--- src/rtl/u2u8enc_pkg.sv ---
`default_nettype none
// ----------------------------------------------------------------------------
// u2u8enc_pkg
// Shared types and constants for the UCS-2 to UTF-8 stream encoder.
// ----------------------------------------------------------------------------
package u2u8enc_pkg;

	localparam int UNIT_W   = 16;
	localparam int BYTE_W   = 8;
	localparam int COUNT_W  = 12;
	localparam int CAP_W    = 13;
	localparam int CFG_IDX_W = 4;

	// register indexes of the configuration port
	localparam logic [CFG_IDX_W-1:0] REG_CAPACITY = 4'd0;
	localparam logic [CFG_IDX_W-1:0] REG_SWAP     = 4'd1;

	localparam logic [CAP_W-1:0] CAPACITY_RESET = 13'd512;
	localparam logic [CAP_W-1:0] CAPACITY_LIMIT = 13'd4096;

	// UTF-8 range limits and lead/continuation marks
	localparam logic [UNIT_W-1:0] LIMIT_ONE_BYTE = 16'h0080;
	localparam logic [UNIT_W-1:0] LIMIT_TWO_BYTE = 16'h0800;
	localparam logic [BYTE_W-1:0] LEAD_TWO       = 8'hC0;
	localparam logic [BYTE_W-1:0] LEAD_THREE     = 8'hE0;
	localparam logic [BYTE_W-1:0] CONT_MARK      = 8'h80;

	// one queued job for the back end: an encoded character or an end result
	typedef struct packed {
		logic                is_end;
		logic                trunc;
		logic [1:0]          nbytes;
		logic [BYTE_W-1:0]   byte0;
		logic [BYTE_W-1:0]   byte1;
		logic [BYTE_W-1:0]   byte2;
		logic [COUNT_W-1:0]  base_count;
	} entry_t;

	// queue status seen by the input handshake and the back end
	typedef struct packed {
		logic full;
		logic empty;
	} queue_status_t;

endpackage : u2u8enc_pkg
`default_nettype wire

--- src/rtl/u2u8enc_front.sv ---
`default_nettype none
// ----------------------------------------------------------------------------
// u2u8enc_front
// Accepts code units, swaps and classifies them, applies the capacity check
// and keeps the per-string byte count and truncation state.
// ----------------------------------------------------------------------------
module u2u8enc_front (
	input  wire logic                                clk,
	input  wire logic                                arst_n,
	input  wire logic                                accept,
	input  wire logic [u2u8enc_pkg::UNIT_W-1:0]      code_unit,
	input  wire logic [u2u8enc_pkg::CAP_W-1:0]       capacity,
	input  wire logic                                swap_bytes,
	output      logic                                push,
	output      u2u8enc_pkg::entry_t                 push_entry
);
	import u2u8enc_pkg::*;

	logic [COUNT_W-1:0] written_q;
	logic               stopped_q;

	logic [UNIT_W-1:0]  unit_sw;
	logic               is_zero;
	logic [1:0]         nbytes;
	logic [BYTE_W-1:0]  b0, b1, b2;
	logic [CAP_W-1:0]   cap_eff;
	logic [CAP_W-1:0]   sum;
	logic               fits;

	// swap and classify
	always_comb begin
		is_zero = (code_unit == '0);
		unit_sw = swap_bytes ? {code_unit[7:0], code_unit[15:8]} : code_unit;
		b1 = '0;
		b2 = '0;
		if (unit_sw < LIMIT_ONE_BYTE) begin
			nbytes = 2'd1;
			b0     = unit_sw[7:0];
		end else if (unit_sw < LIMIT_TWO_BYTE) begin
			nbytes = 2'd2;
			b0     = LEAD_TWO | {3'b000, unit_sw[10:6]};
			b1     = CONT_MARK | {2'b00, unit_sw[5:0]};
		end else begin
			nbytes = 2'd3;
			b0     = LEAD_THREE | {4'b0000, unit_sw[15:12]};
			b1     = CONT_MARK | {2'b00, unit_sw[11:6]};
			b2     = CONT_MARK | {2'b00, unit_sw[5:0]};
		end
	end

	// capacity check, one byte kept for the terminator
	always_comb begin
		cap_eff = (capacity > CAPACITY_LIMIT) ? CAPACITY_LIMIT : capacity;
		sum     = {1'b0, written_q} + {{(CAP_W-2){1'b0}}, nbytes};
		fits    = (sum < cap_eff);
	end

	// build the job for the back end
	always_comb begin
		push                  = accept && (is_zero || (!stopped_q && fits));
		push_entry.is_end     = is_zero;
		push_entry.trunc      = stopped_q;
		push_entry.nbytes     = is_zero ? 2'd1 : nbytes;
		push_entry.byte0      = is_zero ? '0 : b0;
		push_entry.byte1      = b1;
		push_entry.byte2      = b2;
		push_entry.base_count = written_q;
	end

	// advance the string state
	always_ff @(posedge clk or negedge arst_n) begin
		if (!arst_n) begin
			written_q <= '0;
			stopped_q <= 1'b0;
		end else if (accept) begin
			if (is_zero) begin
				written_q <= '0;
				stopped_q <= 1'b0;
			end else if (!stopped_q) begin
				if (fits) begin
					written_q <= sum[COUNT_W-1:0];
				end else begin
					stopped_q <= 1'b1;
				end
			end
		end
	end

	// a string never grows past the largest capacity
	assert property (@(posedge clk) disable iff (!arst_n)
		(push && !push_entry.is_end) |-> (sum < CAPACITY_LIMIT))
		else $error("front: character pushed beyond capacity limit");
	// after truncation only the end result leaves the front
	assert property (@(posedge clk) disable iff (!arst_n)
		(push && stopped_q) |-> push_entry.is_end)
		else $error("front: character pushed after truncation");
	// an end result clears the count
	assert property (@(posedge clk) disable iff (!arst_n)
		(accept && is_zero) |=> (written_q == '0 && !stopped_q))
		else $error("front: string state not cleared at end");

endmodule : u2u8enc_front
`default_nettype wire

--- src/rtl/u2u8enc_queue.sv ---
`default_nettype none
// ----------------------------------------------------------------------------
// u2u8enc_queue
// Short job queue between the front and back ends.
// ----------------------------------------------------------------------------
module u2u8enc_queue #(
	parameter int DEPTH = 2
) (
	input  wire logic                        clk,
	input  wire logic                        arst_n,
	input  wire logic                        push,
	input  wire u2u8enc_pkg::entry_t         push_entry,
	input  wire logic                        pop,
	output      u2u8enc_pkg::entry_t         head,
	output      u2u8enc_pkg::queue_status_t  status
);
	import u2u8enc_pkg::*;

	localparam int PTR_W = (DEPTH > 1) ? $clog2(DEPTH) : 1;
	localparam int CNT_W = $clog2(DEPTH + 1);
	localparam logic [PTR_W-1:0] PTR_LAST = PTR_W'(DEPTH - 1);
	localparam logic [CNT_W-1:0] CNT_FULL = CNT_W'(DEPTH);

	entry_t             entries_q [DEPTH];
	logic [PTR_W-1:0]   wr_ptr_q;
	logic [PTR_W-1:0]   rd_ptr_q;
	logic [CNT_W-1:0]   count_q;

	assign status.full  = (count_q == CNT_FULL);
	assign status.empty = (count_q == '0);
	assign head         = entries_q[rd_ptr_q];

	// store the pushed job
	always_ff @(posedge clk) begin
		if (push) begin
			entries_q[wr_ptr_q] <= push_entry;
		end
	end

	// advance pointers and fill count
	always_ff @(posedge clk or negedge arst_n) begin
		if (!arst_n) begin
			wr_ptr_q <= '0;
			rd_ptr_q <= '0;
			count_q  <= '0;
		end else begin
			if (push) begin
				wr_ptr_q <= (wr_ptr_q == PTR_LAST) ? '0 : wr_ptr_q + 1'b1;
			end
			if (pop) begin
				rd_ptr_q <= (rd_ptr_q == PTR_LAST) ? '0 : rd_ptr_q + 1'b1;
			end
			if (push && !pop) begin
				count_q <= count_q + 1'b1;
			end else if (pop && !push) begin
				count_q <= count_q - 1'b1;
			end
		end
	end

	assert property (@(posedge clk) disable iff (!arst_n)
		push |-> !status.full)
		else $error("queue: push while full");
	assert property (@(posedge clk) disable iff (!arst_n)
		pop |-> !status.empty)
		else $error("queue: pop while empty");
	assert property (@(posedge clk) disable iff (!arst_n)
		count_q <= CNT_FULL)
		else $error("queue: fill count out of range");

endmodule : u2u8enc_queue
`default_nettype wire

--- src/rtl/u2u8enc_back.sv ---
`default_nettype none
// ----------------------------------------------------------------------------
// u2u8enc_back
// Takes jobs from the queue and sends them out one byte per word through
// the output register.
// ----------------------------------------------------------------------------
module u2u8enc_back (
	input  wire logic                                clk,
	input  wire logic                                arst_n,
	input  wire u2u8enc_pkg::entry_t                 head,
	input  wire u2u8enc_pkg::queue_status_t          qstatus,
	output      logic                                pop,
	output      logic                                out_valid,
	input  wire logic                                out_stall,
	output      logic [u2u8enc_pkg::BYTE_W-1:0]      out_byte,
	output      logic                                char_last,
	output      logic                                string_end,
	output      logic                                truncated,
	output      logic [u2u8enc_pkg::COUNT_W-1:0]     byte_count
);
	import u2u8enc_pkg::*;

	logic [1:0]          idx_q;
	logic                out_valid_q;
	logic [BYTE_W-1:0]   out_byte_q;
	logic                char_last_q;
	logic                string_end_q;
	logic                truncated_q;
	logic [COUNT_W-1:0]  byte_count_q;

	logic                load;
	logic                last_byte;
	logic [BYTE_W-1:0]   sel_byte;

	// pick the next byte of the head job
	always_comb begin
		load      = !qstatus.empty && (!out_valid_q || !out_stall);
		last_byte = head.is_end || ((idx_q + 2'd1) == head.nbytes);
		pop       = load && last_byte;
		case (idx_q)
			2'd0:    sel_byte = head.byte0;
			2'd1:    sel_byte = head.byte1;
			default: sel_byte = head.byte2;
		endcase
	end

	// step through the bytes of the current job
	always_ff @(posedge clk or negedge arst_n) begin
		if (!arst_n) begin
			idx_q       <= '0;
			out_valid_q <= 1'b0;
		end else begin
			if (load) begin
				idx_q <= last_byte ? 2'd0 : idx_q + 2'd1;
			end
			if (load) begin
				out_valid_q <= 1'b1;
			end else if (!out_stall) begin
				out_valid_q <= 1'b0;
			end
		end
	end

	// hold the output word until it is taken
	always_ff @(posedge clk) begin
		if (load) begin
			out_byte_q   <= head.is_end ? '0 : sel_byte;
			char_last_q  <= last_byte;
			string_end_q <= head.is_end;
			truncated_q  <= head.is_end && head.trunc;
			byte_count_q <= head.is_end ? head.base_count
			                            : head.base_count + COUNT_W'(idx_q) + 1'b1;
		end
	end

	assign out_valid  = out_valid_q;
	assign out_byte   = out_byte_q;
	assign char_last  = char_last_q;
	assign string_end = string_end_q;
	assign truncated  = truncated_q;
	assign byte_count = byte_count_q;

	assert property (@(posedge clk) disable iff (!arst_n)
		(out_valid && string_end) |-> (char_last && out_byte == '0))
		else $error("back: malformed end word");
	assert property (@(posedge clk) disable iff (!arst_n)
		(out_valid && truncated) |-> string_end)
		else $error("back: truncation flag on a data byte");
	assert property (@(posedge clk) disable iff (!arst_n)
		(!qstatus.empty && !head.is_end) |-> (idx_q < head.nbytes))
		else $error("back: byte index past end of character");

endmodule : u2u8enc_back
`default_nettype wire

--- src/rtl/ucs2_to_utf8_stream_encoder_unit.sv ---
`default_nettype none
// ----------------------------------------------------------------------------
// ucs2_to_utf8_stream_encoder_unit
// UCS-2 to UTF-8 stream encoder: one code unit in, up to three UTF-8 bytes
// out, with an end word per string.
// ----------------------------------------------------------------------------
// A code unit is accepted in any cycle in which the job queue has room;
// units dropped for capacity and units after truncation are accepted but
// produce nothing. The back end sends one byte per cycle from a single
// output register while jobs are queued and the output is not stalled, so a
// unit gives one, two or three bytes (ASCII, two-byte, three-byte forms) and
// the zero unit that ends a string gives one end word. The output serialiser
// sets the sustained rate; the first byte of a unit passes through the job
// queue and then the output register before it is presented. Configuration
// is sampled directly and must be written while the block is idle.
// ----------------------------------------------------------------------------
module ucs2_to_utf8_stream_encoder_unit #(
	parameter int QUEUE_DEPTH = 2
) (
	input  wire logic                                  clk,
	input  wire logic                                  arst_n,
	// configuration write channel
	input  wire logic                                  cfg_valid,
	output      logic                                  cfg_ready,
	input  wire logic [u2u8enc_pkg::CFG_IDX_W-1:0]     cfg_index,
	input  wire logic [u2u8enc_pkg::CAP_W-1:0]         cfg_data,
	// code unit input
	input  wire logic                                  in_valid,
	output      logic                                  in_stall,
	input  wire logic [u2u8enc_pkg::UNIT_W-1:0]        code_unit,
	// byte output
	output      logic                                  out_valid,
	input  wire logic                                  out_stall,
	output      logic [u2u8enc_pkg::BYTE_W-1:0]        out_byte,
	output      logic                                  char_last,
	output      logic                                  string_end,
	output      logic                                  truncated,
	output      logic [u2u8enc_pkg::COUNT_W-1:0]       byte_count
);
	import u2u8enc_pkg::*;

	logic [CAP_W-1:0]  capacity_q;
	logic              swap_q;
	logic              in_accept;
	logic              push;
	logic              pop;
	entry_t            push_entry;
	entry_t            head;
	queue_status_t     qstatus;

	assign cfg_ready = 1'b1;
	assign in_stall  = qstatus.full;
	assign in_accept = in_valid && !in_stall;

	// decode configuration writes; unknown indexes are ignored
	always_ff @(posedge clk or negedge arst_n) begin
		if (!arst_n) begin
			capacity_q <= CAPACITY_RESET;
			swap_q     <= 1'b1;
		end else if (cfg_valid && cfg_ready) begin
			unique case (cfg_index)
				REG_CAPACITY: capacity_q <= cfg_data;
				REG_SWAP:     swap_q     <= cfg_data[0];
				default: ;
			endcase
		end
	end

	u2u8enc_front u_front (
		.clk        (clk),
		.arst_n     (arst_n),
		.accept     (in_accept),
		.code_unit  (code_unit),
		.capacity   (capacity_q),
		.swap_bytes (swap_q),
		.push       (push),
		.push_entry (push_entry)
	);

	u2u8enc_queue #(
		.DEPTH (QUEUE_DEPTH)
	) u_queue (
		.clk        (clk),
		.arst_n     (arst_n),
		.push       (push),
		.push_entry (push_entry),
		.pop        (pop),
		.head       (head),
		.status     (qstatus)
	);

	u2u8enc_back u_back (
		.clk        (clk),
		.arst_n     (arst_n),
		.head       (head),
		.qstatus    (qstatus),
		.pop        (pop),
		.out_valid  (out_valid),
		.out_stall  (out_stall),
		.out_byte   (out_byte),
		.char_last  (char_last),
		.string_end (string_end),
		.truncated  (truncated),
		.byte_count (byte_count)
	);

endmodule : ucs2_to_utf8_stream_encoder_unit
`default_nettype wire

--- config.mk ---
export PLATFORM = sky130hd
export DESIGN_NAME = ucs2_to_utf8_stream_encoder_unit
export DESIGN_NICKNAME = d
export VERILOG_FILES = /design/src/rtl/u2u8enc_pkg.sv /design/src/rtl/u2u8enc_front.sv /design/src/rtl/u2u8enc_queue.sv /design/src/rtl/u2u8enc_back.sv /design/src/rtl/ucs2_to_utf8_stream_encoder_unit.sv
export SDC_FILE = /design/constraint.sdc
export NUM_CORES = 1
export LEC_CHECK = 0
export ABC_AREA = 1
export BUFFER_PORTS_ARGS = -buffer_cell sky130_fd_sc_hd__buf_4
export CAP_MARGIN = 30
export CORE_MARGIN = 5
export CORE_UTILIZATION = 64
export CTS_CLUSTER_SIZE = 14
export DETAILED_ROUTE_END_ITERATION = 7
export PLACE_DENSITY_LB_ADDON = 0.3
export REMOVE_ABC_BUFFERS = 1
export SETUP_SLACK_MARGIN = 0.05
export SYNTH_ARGS = -nofsm -noshare
export SYNTH_HDL_FRONTEND = slang
export SYNTH_SLANG_ARGS = --single-unit
--- constraint.sdc ---
create_clock -name clk -period 14.7 [get_ports clk]
set_clock_uncertainty 0.05 [all_clocks]
set_input_delay 2.205 -clock clk [delete_from_list [all_inputs] [get_ports clk]]
set_output_delay 2.205 -clock clk [all_outputs]
set_load 0.05 [all_outputs]
==> results of run 1 <==
## where the power goes
| group | total (mW) | switching (mW) | internal (mW) |
|---|---|---|---|
| registers | 0.560 | 0.0511 | 0.509 |
| logic | 0.605 | 0.418 | 0.187 |
| clock network | 0.438 | 0.155 | 0.283 |
## worst reg2reg max path: stages, from the launching register on
cell and delay (ns):
dfstp_2 0.90, o21ai_0 0.23, nor2_1 0.24, nand3_4 0.24, inv_4 0.19, nand2_4 0.13, ha_1 0.30, nand3_1 0.06
nand2_1 0.24, nand2_1 0.11, xor2_1 0.23, inv_1 0.07, ha_1 0.29, nand2_1 0.07, inv_1 0.04, nand2_1 0.06
nand2_1 0.05, a21oi_1 0.13, nand2_1 0.08, nand2_2 0.21, nand2_2 0.24, nor2_2 0.48, buf_4 0.43
## placed cells by master, fill, tap and decap left out, types with 3 or more instances in the layout
cell type / count
clkinv_2: 4
o21ai_2: 7
nand2_2: 5
nand3_1: 29
dfrtp_1: 32
bufinv_16: 4
xnor2_1: 3
buf_4: 66
a21oi_1: 22
nor2_1: 66
nand4_1: 6
nand2_1: 195
o22ai_1: 4
o21ai_0: 32
clkbuf_16: 16
nor3_1: 4
clkbuf_8: 3
mux2_2: 11
clkinvlp_4: 3
o31ai_1: 3
ha_1: 19
edfxtp_1: 99
o21ai_1: 7
mux2i_1: 4
inv_1: 89
a22oi_1: 6
xor2_1: 10
## kinds of logic (layout without fill, tap and decap cells)
group	Yosys count	in the layout	synth area share (%)
buf+inv	112	190	7.05
flops	133	133	56.6
simple gates	322	322	20.3
fa+ha+maj	21	21	4.11
compound gates	90	90	7.82
other cells	1	1	0.0554
xor+xnor	13	13	1.68
mux	15	15	2.42
## cell type report
type                       count  area, sq um
clock buffer                  19          442
clock inverter                13          180
fill                         687         2400
inverter                      92          350
multi-input combinational    462         2460
sequential                   133         3830
tap                          136          170
timing repair buffer          66          495
## how the worst max path moves through the flow
stage | start | endpoint | slack, ns
floorplan | code_unit[5] | u_queue.entries_q[1][0] | 7.62
global placement | code_unit[5] | u_queue.entries_q[1][30] | 7.99
detailed placement | code_unit[5] | u_queue.entries_q[1][14] | 7.88
CTS | code_unit[5] | u_queue.entries_q[1][12] | 8.39
global route | code_unit[4] | u_queue.entries_q[1][20] | 7.97
finish | code_unit[5] | u_queue.entries_q[1][32] | 8.44
## state kept, by name, summed over array words and instances (netlist names)
name               cells
capacity_q            13
u_queue.rd_ptr_q       1
u_back.byte_count     12
u_back.truncated       1
u_back.out_byte        8
u_front.written_q     12
u_queue.count_q        2
u_queue.wr_ptr_q       1
u_front.stopped_q      1
u_queue.entries_q     76
u_back.out_valid       1
u_back.string_end      1
u_back.idx_q           2
swap_q                 1
u_back.char_last       1
## through the flow
step	instances	utilization (%)	setup WS (ns)	total power, mW
global placement	888	70.7	7.99	1.14
floorplan	687	-	7.62	0.993
CTS	920	76.7	8.39	1.61
global route	921	76.8	7.97	1.70
detailed placement	888	70.7	7.88	1.16
finish	921	76.8	8.44	1.60
## layer usage
layer  track usage (%)  vias to the layer above  routed length, um
met2              37.8                      195               6800
met3              5.78                       34               1030
met4              9.38                        0                305
met1              30.8                     2307               5690
li1                  -                     2465                  -
met5                 0                        -                  0
==> summary.md, run 1 <==
| Metric | Value |
|---|---|
| Status | `complete, no violations` |
| Setup crit end kind | `register` |
| Synth async-reset ratio | `25.6%` |
| Post-synth top cells | `nand2_1 (195), edfxtp_1 (99), inv_1 (89), nor2_1 (67)` |
| Slew Limit Fails | `0` |
| Crit-path cells | `buf_4 -> nand2_1 -> o21ai_0 -> nor2_1 -> nand3_4 -> inv_4 -> nand2_4 -> ha_1 -> nand3_1 -> nand2_1 -> nand2_1 -> xor2_1 -> inv_1 -> ha_1 -> nand2_1 -> inv_1 -> nand2_1 -> nand2_1 -> a21oi_1 -> nand2_1 -> nand2_2 -> nand2_2 -> nor2_2 -> buf_4` |
| Avg Cell Area, Syn | `between 9 and 10 sq um` |
| Max incr delay on CP | `roughly 0.48 ns` |
| Nets | `831` |
| Via density | `about 5.4` |
| CTS Hold Bufs | `0` |
| Worst Hold Path Cells | `2` |
| DRC viols | `0` |
| Postcts setup bufs | `0` |
| Row count | `37` |
| Vias in the first global route | `slightly below 5k` |
| Final ANT Viol Nets | `0` |
| RSZ-0062 raised after global routing | `no` |
| Critical Path Fanout Max | `27` |
| Rel. slew slack | `about 34%` |
| H-tree depth | `4` |
| Final setup viols | `0` |
| Post-Syn Area | `0.00676 sq mm` |
| Ant diodes | `0` |
| Critical path arrival | `~6.4 ns` |
| Syn Inst Count | `707` |
| Yosys cell types | `49` |
| HPWL after detailed placement | `9750 um` |
| Ports | `64` |
| Worst reg-to-reg path cell count | `22` |
| TNS Setup | `0 ns` |
| Main flop type after synthesis | `edfxtp_1` |
| Final instance area | `between 0.007 and 0.008 sq mm` |
| WS Path Type | `input pin to register` |
| CP Depth | `24` |
| Register area share after synthesis | `56.6%` |
| GP Congestion | `0.889` |
| Yosys top cell by area | `edfxtp_1` |
| Vias | `5001` |
| Total CTS buffers | `17` |
| P per Cell Area | `roughly 200 mW/mm^2` |
| R2R Path End | `u_queue.entries_q[1][32]` |
| Hold Crit Class | `register to register` |
| Top cell by count, worst path | `nand2_1` |
| Leading cell type by number of instances after synthesis | `nand2_1` |
| Worst-skew pair later-pin latency | `0.52 ns` |
| Largest net degree at the start of global routing | `a little over 40` |
| Yosys warning count | `0` |
| R2r setup slk | `between 9 and 10 ns` |
| Total die area | `0.0127 sq mm` |
| PortBufs | `slightly above 60` |
| CORE AREA | `0.0103 sq mm` |
| Startpoint types | `input pin` |
| CP Buf/Inv Count | `5` |
| Clock Path Buffers | `2` |
| Hold Path End | `u_back.out_valid` |
| Post-synth EDFFs | `99` |
| Worst-path clk slew | `0.06 ns` |
| Gr ovfl total | `0` |
| Largest cells by area after synthesis | `edfxtp_1 (44%), dfrtp_1 (12%), nand2_1 (11%)` |
| Period utilisation layout | `42.6%` |
| Avg WL per Cell | `15.0 um` |
| Final hold vios | `0` |
| Chip height | `~110 um` |
| Layout area overhead | `17.2%` |
| Die W | `between 100 and 150 um` |
| Reg2reg start | `swap_q` |
| DR iter-0 viols | `407` |
| Static Leak | `3.57 nW` |
| Final WL | `13800 um` |
| Fmax | `about 160 MHz` |
| Worst slew pin tran | `0.990 ns` |
| Slowest CP cell | `nor2_2` |
| First-pass GRT wire length | `23700 um` |
| Dpl cell area | `0.00730 sq mm` |
| Initial antenna violation count | `0` |
| Hold path start | `u_back.out_valid` |
| Synth Register Bits | `around 130` |
| Peak supply drop | `0.135 mV` |
| Worst-case hold slack | `about 0.45 ns` |
| Min Tclk post-route | `6.26 ns` |
| Clk sinks | `133` |
| Drt pass-1 iters | `5` |
| CP Data Required Time | `14.84 ns` |
| CP delay by family, top | `simple AND/OR/NAND/NOR gates` |
| Share of cells above drive strength 1 | `17.8%` |
| CTS tree | `yes` |
| PostCTS Resize Cnt | `0` |
| Starting density of the core | `between 60% and 70%` |
| Clock Tree Root | `clkbuf_8` |
| Max-cap check violation count | `0` |
| Share of the synthesized area in the top cell type | `44.0%` |
| All-Layer GR Usage | `23.5%` |
Power figures use the tool's default switching activity.
==> inputs of run 2 (changes only) <==
Settings changed: ABC_AREA 1 to 0, CORE_UTILIZATION 64 to 53.
Clock period 14.7 ns to 5.6 ns, I/O delays scaled along.
==> summary.md, run 2 <==
| Metric | Value |
|---|---|
| Status | `complete, no violations` |
| Critical Path Fanout Max | `13 (-52%)` |
| Avg Cell Area, Syn | `12.6 sq um (+32%)` |
| RSZ-0062 raised after global routing | `no` |
| Biggest regs | `u_queue.entries_q: 76 flops, capacity_q: 13 flops` |
| Worst-skew pair later-pin latency | `0.42 ns (-0.10 ns)` |
| Final ANT Viol Nets | `0 (unchanged)` |
| Syn Inst Count | `510 (-28%)` |
| Max incr delay on CP | `0.68 ns (+0.20 ns)` |
| Fmax | `between 200 and 250 MHz` |
| WS Path Type | `register to register` |
| Largest cells by area after synthesis | `edfxtp_1 (46%), dfrtp_1 (12%), ha_1 (3.7%)` |
| Max-cap check violation count | `0 (unchanged)` |
| Post-Syn Area | `0.00644 sq mm (-4.8%)` |
| Gr ovfl total | `0 (unchanged)` |
| CTS Hold Bufs | `0 (unchanged)` |
| Worst slew pin tran | `0.959 ns (-0.0314 ns)` |
| DR iter-0 viols | `367 (-9.8%)` |
| Post-layout instance count excluding filler cells | `738 (-20%)` |
| Nets | `637 (-23%)` |
| Post-synth EDFFs | `99 (unchanged)` |
| Clock Path Buffers | `2 (unchanged)` |
| Fill count | `893 (+30%)` |
| Fin util | `64.6% (-12 points)` |
| Startpoint types | `register` |
| Slew Limit Fails | `0 (unchanged)` |
| Yosys top cell by area | `edfxtp_1` |
| Row count | `40 (+8.1%)` |
| Pre-CTS setup slack | `0.142 ns (-7.73 ns)` |
| Crit-path cells | `buf_4 -> mux2i_1 -> nor2b_1 -> nand2_1 -> ha_1 -> inv_1 -> fa_1 -> nor2b_1 -> nand4_1 -> nor2_1 -> xor2_1 -> ha_1 -> nand2_1 -> nor4_1 -> o31ai_1 -> a21oi_2 -> nor2_1 -> ha_1 -> xor2_1 -> nor2_1 -> xnor2_1` |
| Clock Tree Root | `clkbuf_16` |
| Yosys cell types | `62 (+27%)` |
| P per Cell Area | `522 mW/mm^2 (+160%)` |
| PortBufs | `62 (unchanged)` |
| Synth Register Bits | `133 (unchanged)` |
| Final WL | `12800 um (-7.1%)` |
| Chip height | `120 um (+6.6%)` |
| Vias in the first global route | `4316 (-13%)` |
| Main flop type after synthesis | `edfxtp_1` |
| Final hold vios | `0 (unchanged)` |
| Commonest non-fill, non-tap cell in the layout | `edfxtp_1` |
| Ant diodes | `0 (unchanged)` |
| Hold Crit Class | `input pin to async pin` |
| Total die area | `0.0145 sq mm (+14%)` |
| Postcts setup bufs | `0 (unchanged)` |
| Period utilisation layout | `89.1%` |
| GP Congestion | `0.854 (-3.9%)` |
| Most frequent cells in the layout | `edfxtp_1 (99), buf_4 (70), nand2_1 (58), dfrtp_1 (32), mux2i_1 (22)` |
| Most flops, register | `u_queue.entries_q` |
| Avg WL per Cell | `17.4 um (+16%)` |
| Largest register FFs | `76 (unchanged)` |
| Leading cell type by number of instances after synthesis | `edfxtp_1` |
| Synth async-reset ratio | `25.6% (unchanged)` |
| DRC viols | `0 (unchanged)` |
| All-Layer GR Usage | `18.9% (-4.6 points)` |
| H-tree depth | `4 (unchanged)` |
| Worst-case hold slack | `0.319 ns (-0.128 ns)` |
| Share of cells above drive strength 1 | `24.0% (+6.2 points)` |
| Register area share after synthesis | `59.4% (+2.8 points)` |
| Initial antenna violation count | `0 (unchanged)` |
| CP Data Required Time | `5.89 ns (-8.95 ns)` |
| Clk sinks | `133 (unchanged)` |
| Final instance area | `0.00772 sq mm (-2.6%)` |
| Crit path setup slack, layout | `0.608 ns (-7.83 ns)` |
| Dpl cell area | `0.00710 sq mm (-2.7%)` |
| Vias | `4309 (-14%)` |
| Slowest CP cell | `dfstp_2` |
| Final setup viols | `0 (unchanged)` |
| Rel. slew slack | `35.8% (+1.9 points)` |
| CTS tree | `yes` |
| Setup crit end kind | `register` |
| Placed Instances | `706 (-20%)` |
| Min Tclk post-route | `4.99 ns` |
| Die W | `120 um (+6.6%)` |
| Largest net degree at the start of global routing | `39 (-4.9%)` |
| Yosys warning count | `0 (unchanged)` |
| Total CTS buffers | `17 (unchanged)` |
| Via density | `5.84 (+7.5%)` |
| Peak supply drop | `0.237 mV (+75%)` |
| Starting density of the core | `53.8% (-12 points)` |
| Worst-path clk slew | `0.05 ns (about the same)` |
| Share of the synthesized area in the top cell type | `46.2% (+2.2 points)` |
| Critical path arrival | `5.28 ns (-1.12 ns)` |
| Drt pass-1 iters | `5 (unchanged)` |
| Post-synth top cells | `edfxtp_1 (99), nand2_1 (58), dfrtp_1 (32), mux2i_1 (23), mux2_2 (21)` |
| Ports | `64 (unchanged)` |
| CORE AREA | `0.0120 sq mm (+16%)` |
| First-pass GRT wire length | `21300 um (-9.9%)` |
| Layout area overhead | `19.9%` |
| HPWL after detailed placement | `8970 um (-8.0%)` |
| Static Leak | `2.97 nW (-17%)` |
==> run 2: cell families after synthesis <==
logic type	after synthesis	share of synthesized area, %
and+or+nand+nor	144	11.1
other	1	0.0582
xor gates and xnor gates	24	3.26
muxes	48	8.24
adders and majority gates	21	4.31
DFF	133	59.4
AOI/OAI and AO/OA	100	11.1
buffers and inverters	39	2.54
==> run 2: layout make-up <==
type	instances	area, sq um	share of cell area, %
flip-flops and latches	133	3830	49.5
clock inverters	15	186	2.41
multi-input cells	338	2480	32.1
repair buffers	72	566	7.32
inverters	16	60.1	0.778
well taps	147	184	2.38
clock buffers	17	425	5.51
==> run 2: path summary, 6_finish.rpt <==
check	from	end	slack [ns]	cells past startpoint
worst max-delay path	swap_q	u_queue.count_q[1]	0.61	21
min in group clk	capacity_q[1]	capacity_q[1]	0.46	1
max in group asynchronous	arst_n	swap_q	4.83	1
worst min-delay path	arst_n	u_back.out_valid	0.32	1
worst max register to register	swap_q	u_queue.count_q[1]	0.61	21
worst min register to register	capacity_q[1]	capacity_q[1]	0.46	1
==> run 2: timing repair <==
action | CTS | global route
hold endpoints to repair | 0 | 0
resized for setup | 0 | 2
endpoints found under the setup margin | 0 | 2
==> run 2: layer usage <==
metal	vias up	track usage [%]	share of wire (%)
met2	152	30.7	48
li1	2079	-	-
met1	2065	24.7	44
met3	13	5.75	7.3
met5	-	0	0
met4	0	5.45	1.2
==> run 2: through the flow <==
stage / TNS [ns] / total power [mW]
5_1_grt: 0 / 4.26
3_5_place_dp: 0 / 2.90
2_1_floorplan: -151.38 / 2.47
4_1_cts: 0 / 4.05
3_3_place_gp: 0 / 2.84
6_report: 0 / 4.03
==> run 2: worst max-delay path, delay by kind of cell, from the launching register on <==
| family | cells | cell delay (ns) |
|---|---|---|
| xor+xnor | 3 | 0.36 |
| simple gates | 9 | 1.58 |
| mux | 1 | 0.25 |
| buf+inv | 2 | 0.33 |
| compound gates | 2 | 0.49 |
| fa+ha+maj | 4 | 1.18 |
| flops | 1 | 0.68 |
==> run 2: where the power goes <==
group	internal [mW]	total (mW)	switching (mW)
Sequential	1.26	1.37	0.110
Combinational	0.556	1.52	0.962
Clock	0.738	1.14	0.399
Total	2.56	4.03	1.47
==> inputs of run 3 (changes only) <==
Settings changed: PLACE_DENSITY from default to 0.76, PLACE_DENSITY_LB_ADDON 0.3 to default.
==> summary.md, run 3 (synthesized netlist as in run 2, its figures left out) <==
| Metric | Value |
|---|---|
| Share of cells above drive strength 1 | `23.9% (-0.12 points)` |
| Fmax | `193 MHz (-3.5%)` |
| All-Layer GR Usage | `19.5% (+0.64 points)` |
| Commonest non-fill, non-tap cell in the layout | `edfxtp_1` |
| Worst slew pin tran | `0.799 ns (-0.160 ns)` |
| H-tree depth | `4 (unchanged)` |
| Period utilisation layout | `92.4% (+3.3 points)` |
| Ports | `64 (unchanged)` |
| Fill count | `876 (-1.9%)` |
| Gr ovfl total | `0 (unchanged)` |
| Vias | `4409 (+2.3%)` |
| DRC viols | `0 (unchanged)` |
| Via density | `5.95 (+1.9%)` |
| Setup crit end kind | `register` |
| Worst-skew pair later-pin latency | `0.41 ns (about the same)` |
| Clock Tree Root | `clkbuf_16` |
| Status | `complete, no violations` |
| CTS tree | `yes` |
| Pre-CTS setup slack | `0.285 ns (+0.143 ns)` |
| Most flops, register | `u_queue.entries_q` |
| Final ANT Viol Nets | `0 (unchanged)` |
| P per Cell Area | `522 mW/mm^2 (+0.16%)` |
| GP Congestion | `0.887 (+3.9%)` |
| PortBufs | `62 (unchanged)` |
| Peak supply drop | `0.230 mV (-2.8%)` |
| Final hold vios | `0 (unchanged)` |
| Most frequent cells in the layout | `edfxtp_1 (99), buf_4 (73), nand2_1 (58), dfrtp_1 (32), mux2i_1 (23)` |
| Clk sinks | `133 (unchanged)` |
| Max-cap check violation count | `0 (unchanged)` |
| Die W | `120 um (unchanged)` |
| Chip height | `120 um (unchanged)` |
| Crit path setup slack, layout | `0.426 ns (-0.182 ns)` |
| Avg WL per Cell | `17.9 um (+2.8%)` |
| DR iter-0 viols | `335 (-8.7%)` |
| Nets | `640 (+0.47%)` |
| Reg2reg start | `swap_q` |
| Vias in the first global route | `4391 (+1.7%)` |
| Total die area | `0.0145 sq mm (unchanged)` |
| Hold Crit Class | `input pin to async pin` |
| Row count | `40 (unchanged)` |
| Worst-case hold slack | `0.324 ns (+0.00575 ns)` |
| Drt pass-1 iters | `5 (unchanged)` |
| Largest register FFs | `76 (unchanged)` |
| Starting density of the core | `53.8% (unchanged)` |
| Initial antenna violation count | `0 (unchanged)` |
| Biggest regs | `u_queue.entries_q: 76 flops, capacity_q: 13 flops` |
| Rel. slew slack | `45.2% (+9.4 points)` |
| Layout area overhead | `20.2%` |
| Static Leak | `2.99 nW (+0.65%)` |
| Clock Path Buffers | `2 (unchanged)` |
| Largest net degree at the start of global routing | `39 (unchanged)` |
| CORE AREA | `0.0120 sq mm (unchanged)` |
| WS Path Type | `register to register` |
| CTS Hold Bufs | `0 (unchanged)` |
| Final setup viols | `0 (unchanged)` |
| R2r setup slk | `0.43 ns (-0.18 ns)` |
| Worst reg-to-reg path cell count | `21 (unchanged)` |
| Fin util | `64.7% (+0.14 points)` |
| PostCTS Resize Cnt | `0 (unchanged)` |
| Startpoint types | `register` |
| Final WL | `13300 um (+3.2%)` |
| Ant diodes | `0 (unchanged)` |
| Critical path arrival | `5.46 ns (+0.18 ns)` |
| Slew Limit Fails | `0 (unchanged)` |
| Total CTS buffers | `17 (unchanged)` |
| TNS Setup | `0 ns (unchanged)` |
| R2R Path End | `u_queue.count_q[1]` |
| HPWL after detailed placement | `8970 um (about the same)` |
| Postcts setup bufs | `0 (unchanged)` |
| First-pass GRT wire length | `22000 um (+3.4%)` |
| Min Tclk post-route | `5.17 ns (+0.182 ns)` |
| Critical Path Fanout Max | `13 (unchanged)` |
| RSZ-0062 raised after global routing | `no` |
| Worst-path clk slew | `0.06 ns (about the same)` |
| CP Data Required Time | `5.89 ns (about the same)` |
run 3: worst max-delay path, stage by stage, from the launching register on:
cell,delay (ns)
dfstp_2,0.68
buf_4,0.28
mux2i_1,0.24
nor2b_1,0.11
nand2_1,0.12
ha_1,0.21
inv_1,0.06
fa_1,0.44
nor2b_1,0.18
nand4_1,0.23
nor2_1,0.27
xor2_1,0.11
ha_1,0.31
nand2_1,0.08
nor4_1,0.40
o31ai_1,0.18
a21oi_1,0.44
nor2_1,0.09
ha_1,0.24
xor2_1,0.15
nor2_1,0.12
xnor2_1,0.12
run 3: cell type report:
cell class / count / area, sq um / share of cell area (%)
clock inverter: 14 / 184 / 2.38
sequential: 133 / 3830 / 49.4
inverter: 16 / 60.1 / 0.776
tap: 147 / 184 / 2.38
multi-input combinational: 338 / 2470 / 31.9
clock buffer: 18 / 429 / 5.54
timing repair buffer: 75 / 588 / 7.60
run 3: how the worst max path moves through the flow:
stage / from / end / slack (ns) / cells past startpoint
2_1_floorplan: code_unit[3] / u_queue.entries_q[1][0] / -2.63 / 15
3_3_place_gp: code_unit[3] / u_queue.count_q[1] / 0.42 / 19
3_5_place_dp: code_unit[11] / u_queue.count_q[1] / 0.28 / 20
4_1_cts: swap_q / u_queue.count_q[1] / 0.50 / 21
5_1_grt: swap_q / u_queue.count_q[1] / 0.09 / 21
6_report: swap_q / u_queue.count_q[1] / 0.43 / 21
run 3: stage by stage:
step / cells / instance area, sq um / power (mW)
after global placement: 708 / 7120 / 2.86
final: 741 / 7740 / 4.04
after global routing: 741 / 7740 / 4.27
after CTS: 740 / 7730 / 4.05
after detailed placement: 708 / 7120 / 2.90
after floorplan: 487 / 6340 / 2.47
run 3: routing by layer:
metal | vias to the layer above | part of all wire, % | GRT usage (%)
met3 | 24 | 6.1 | 4.86
met5 | - | 0 | 0
met2 | 177 | 49 | 32.3
met1 | 2130 | 42 | 24.8
li1 | 2078 | - | -
met4 | 0 | 2.1 | 7.86
run 3: where the power goes:
part           leakage [nW]  internal [mW]  switching, mW
Clock                 0.297          0.741          0.402
Sequential             1.23           1.26          0.109
Combinational          1.47          0.561          0.967
Total                  2.99           2.57           1.48
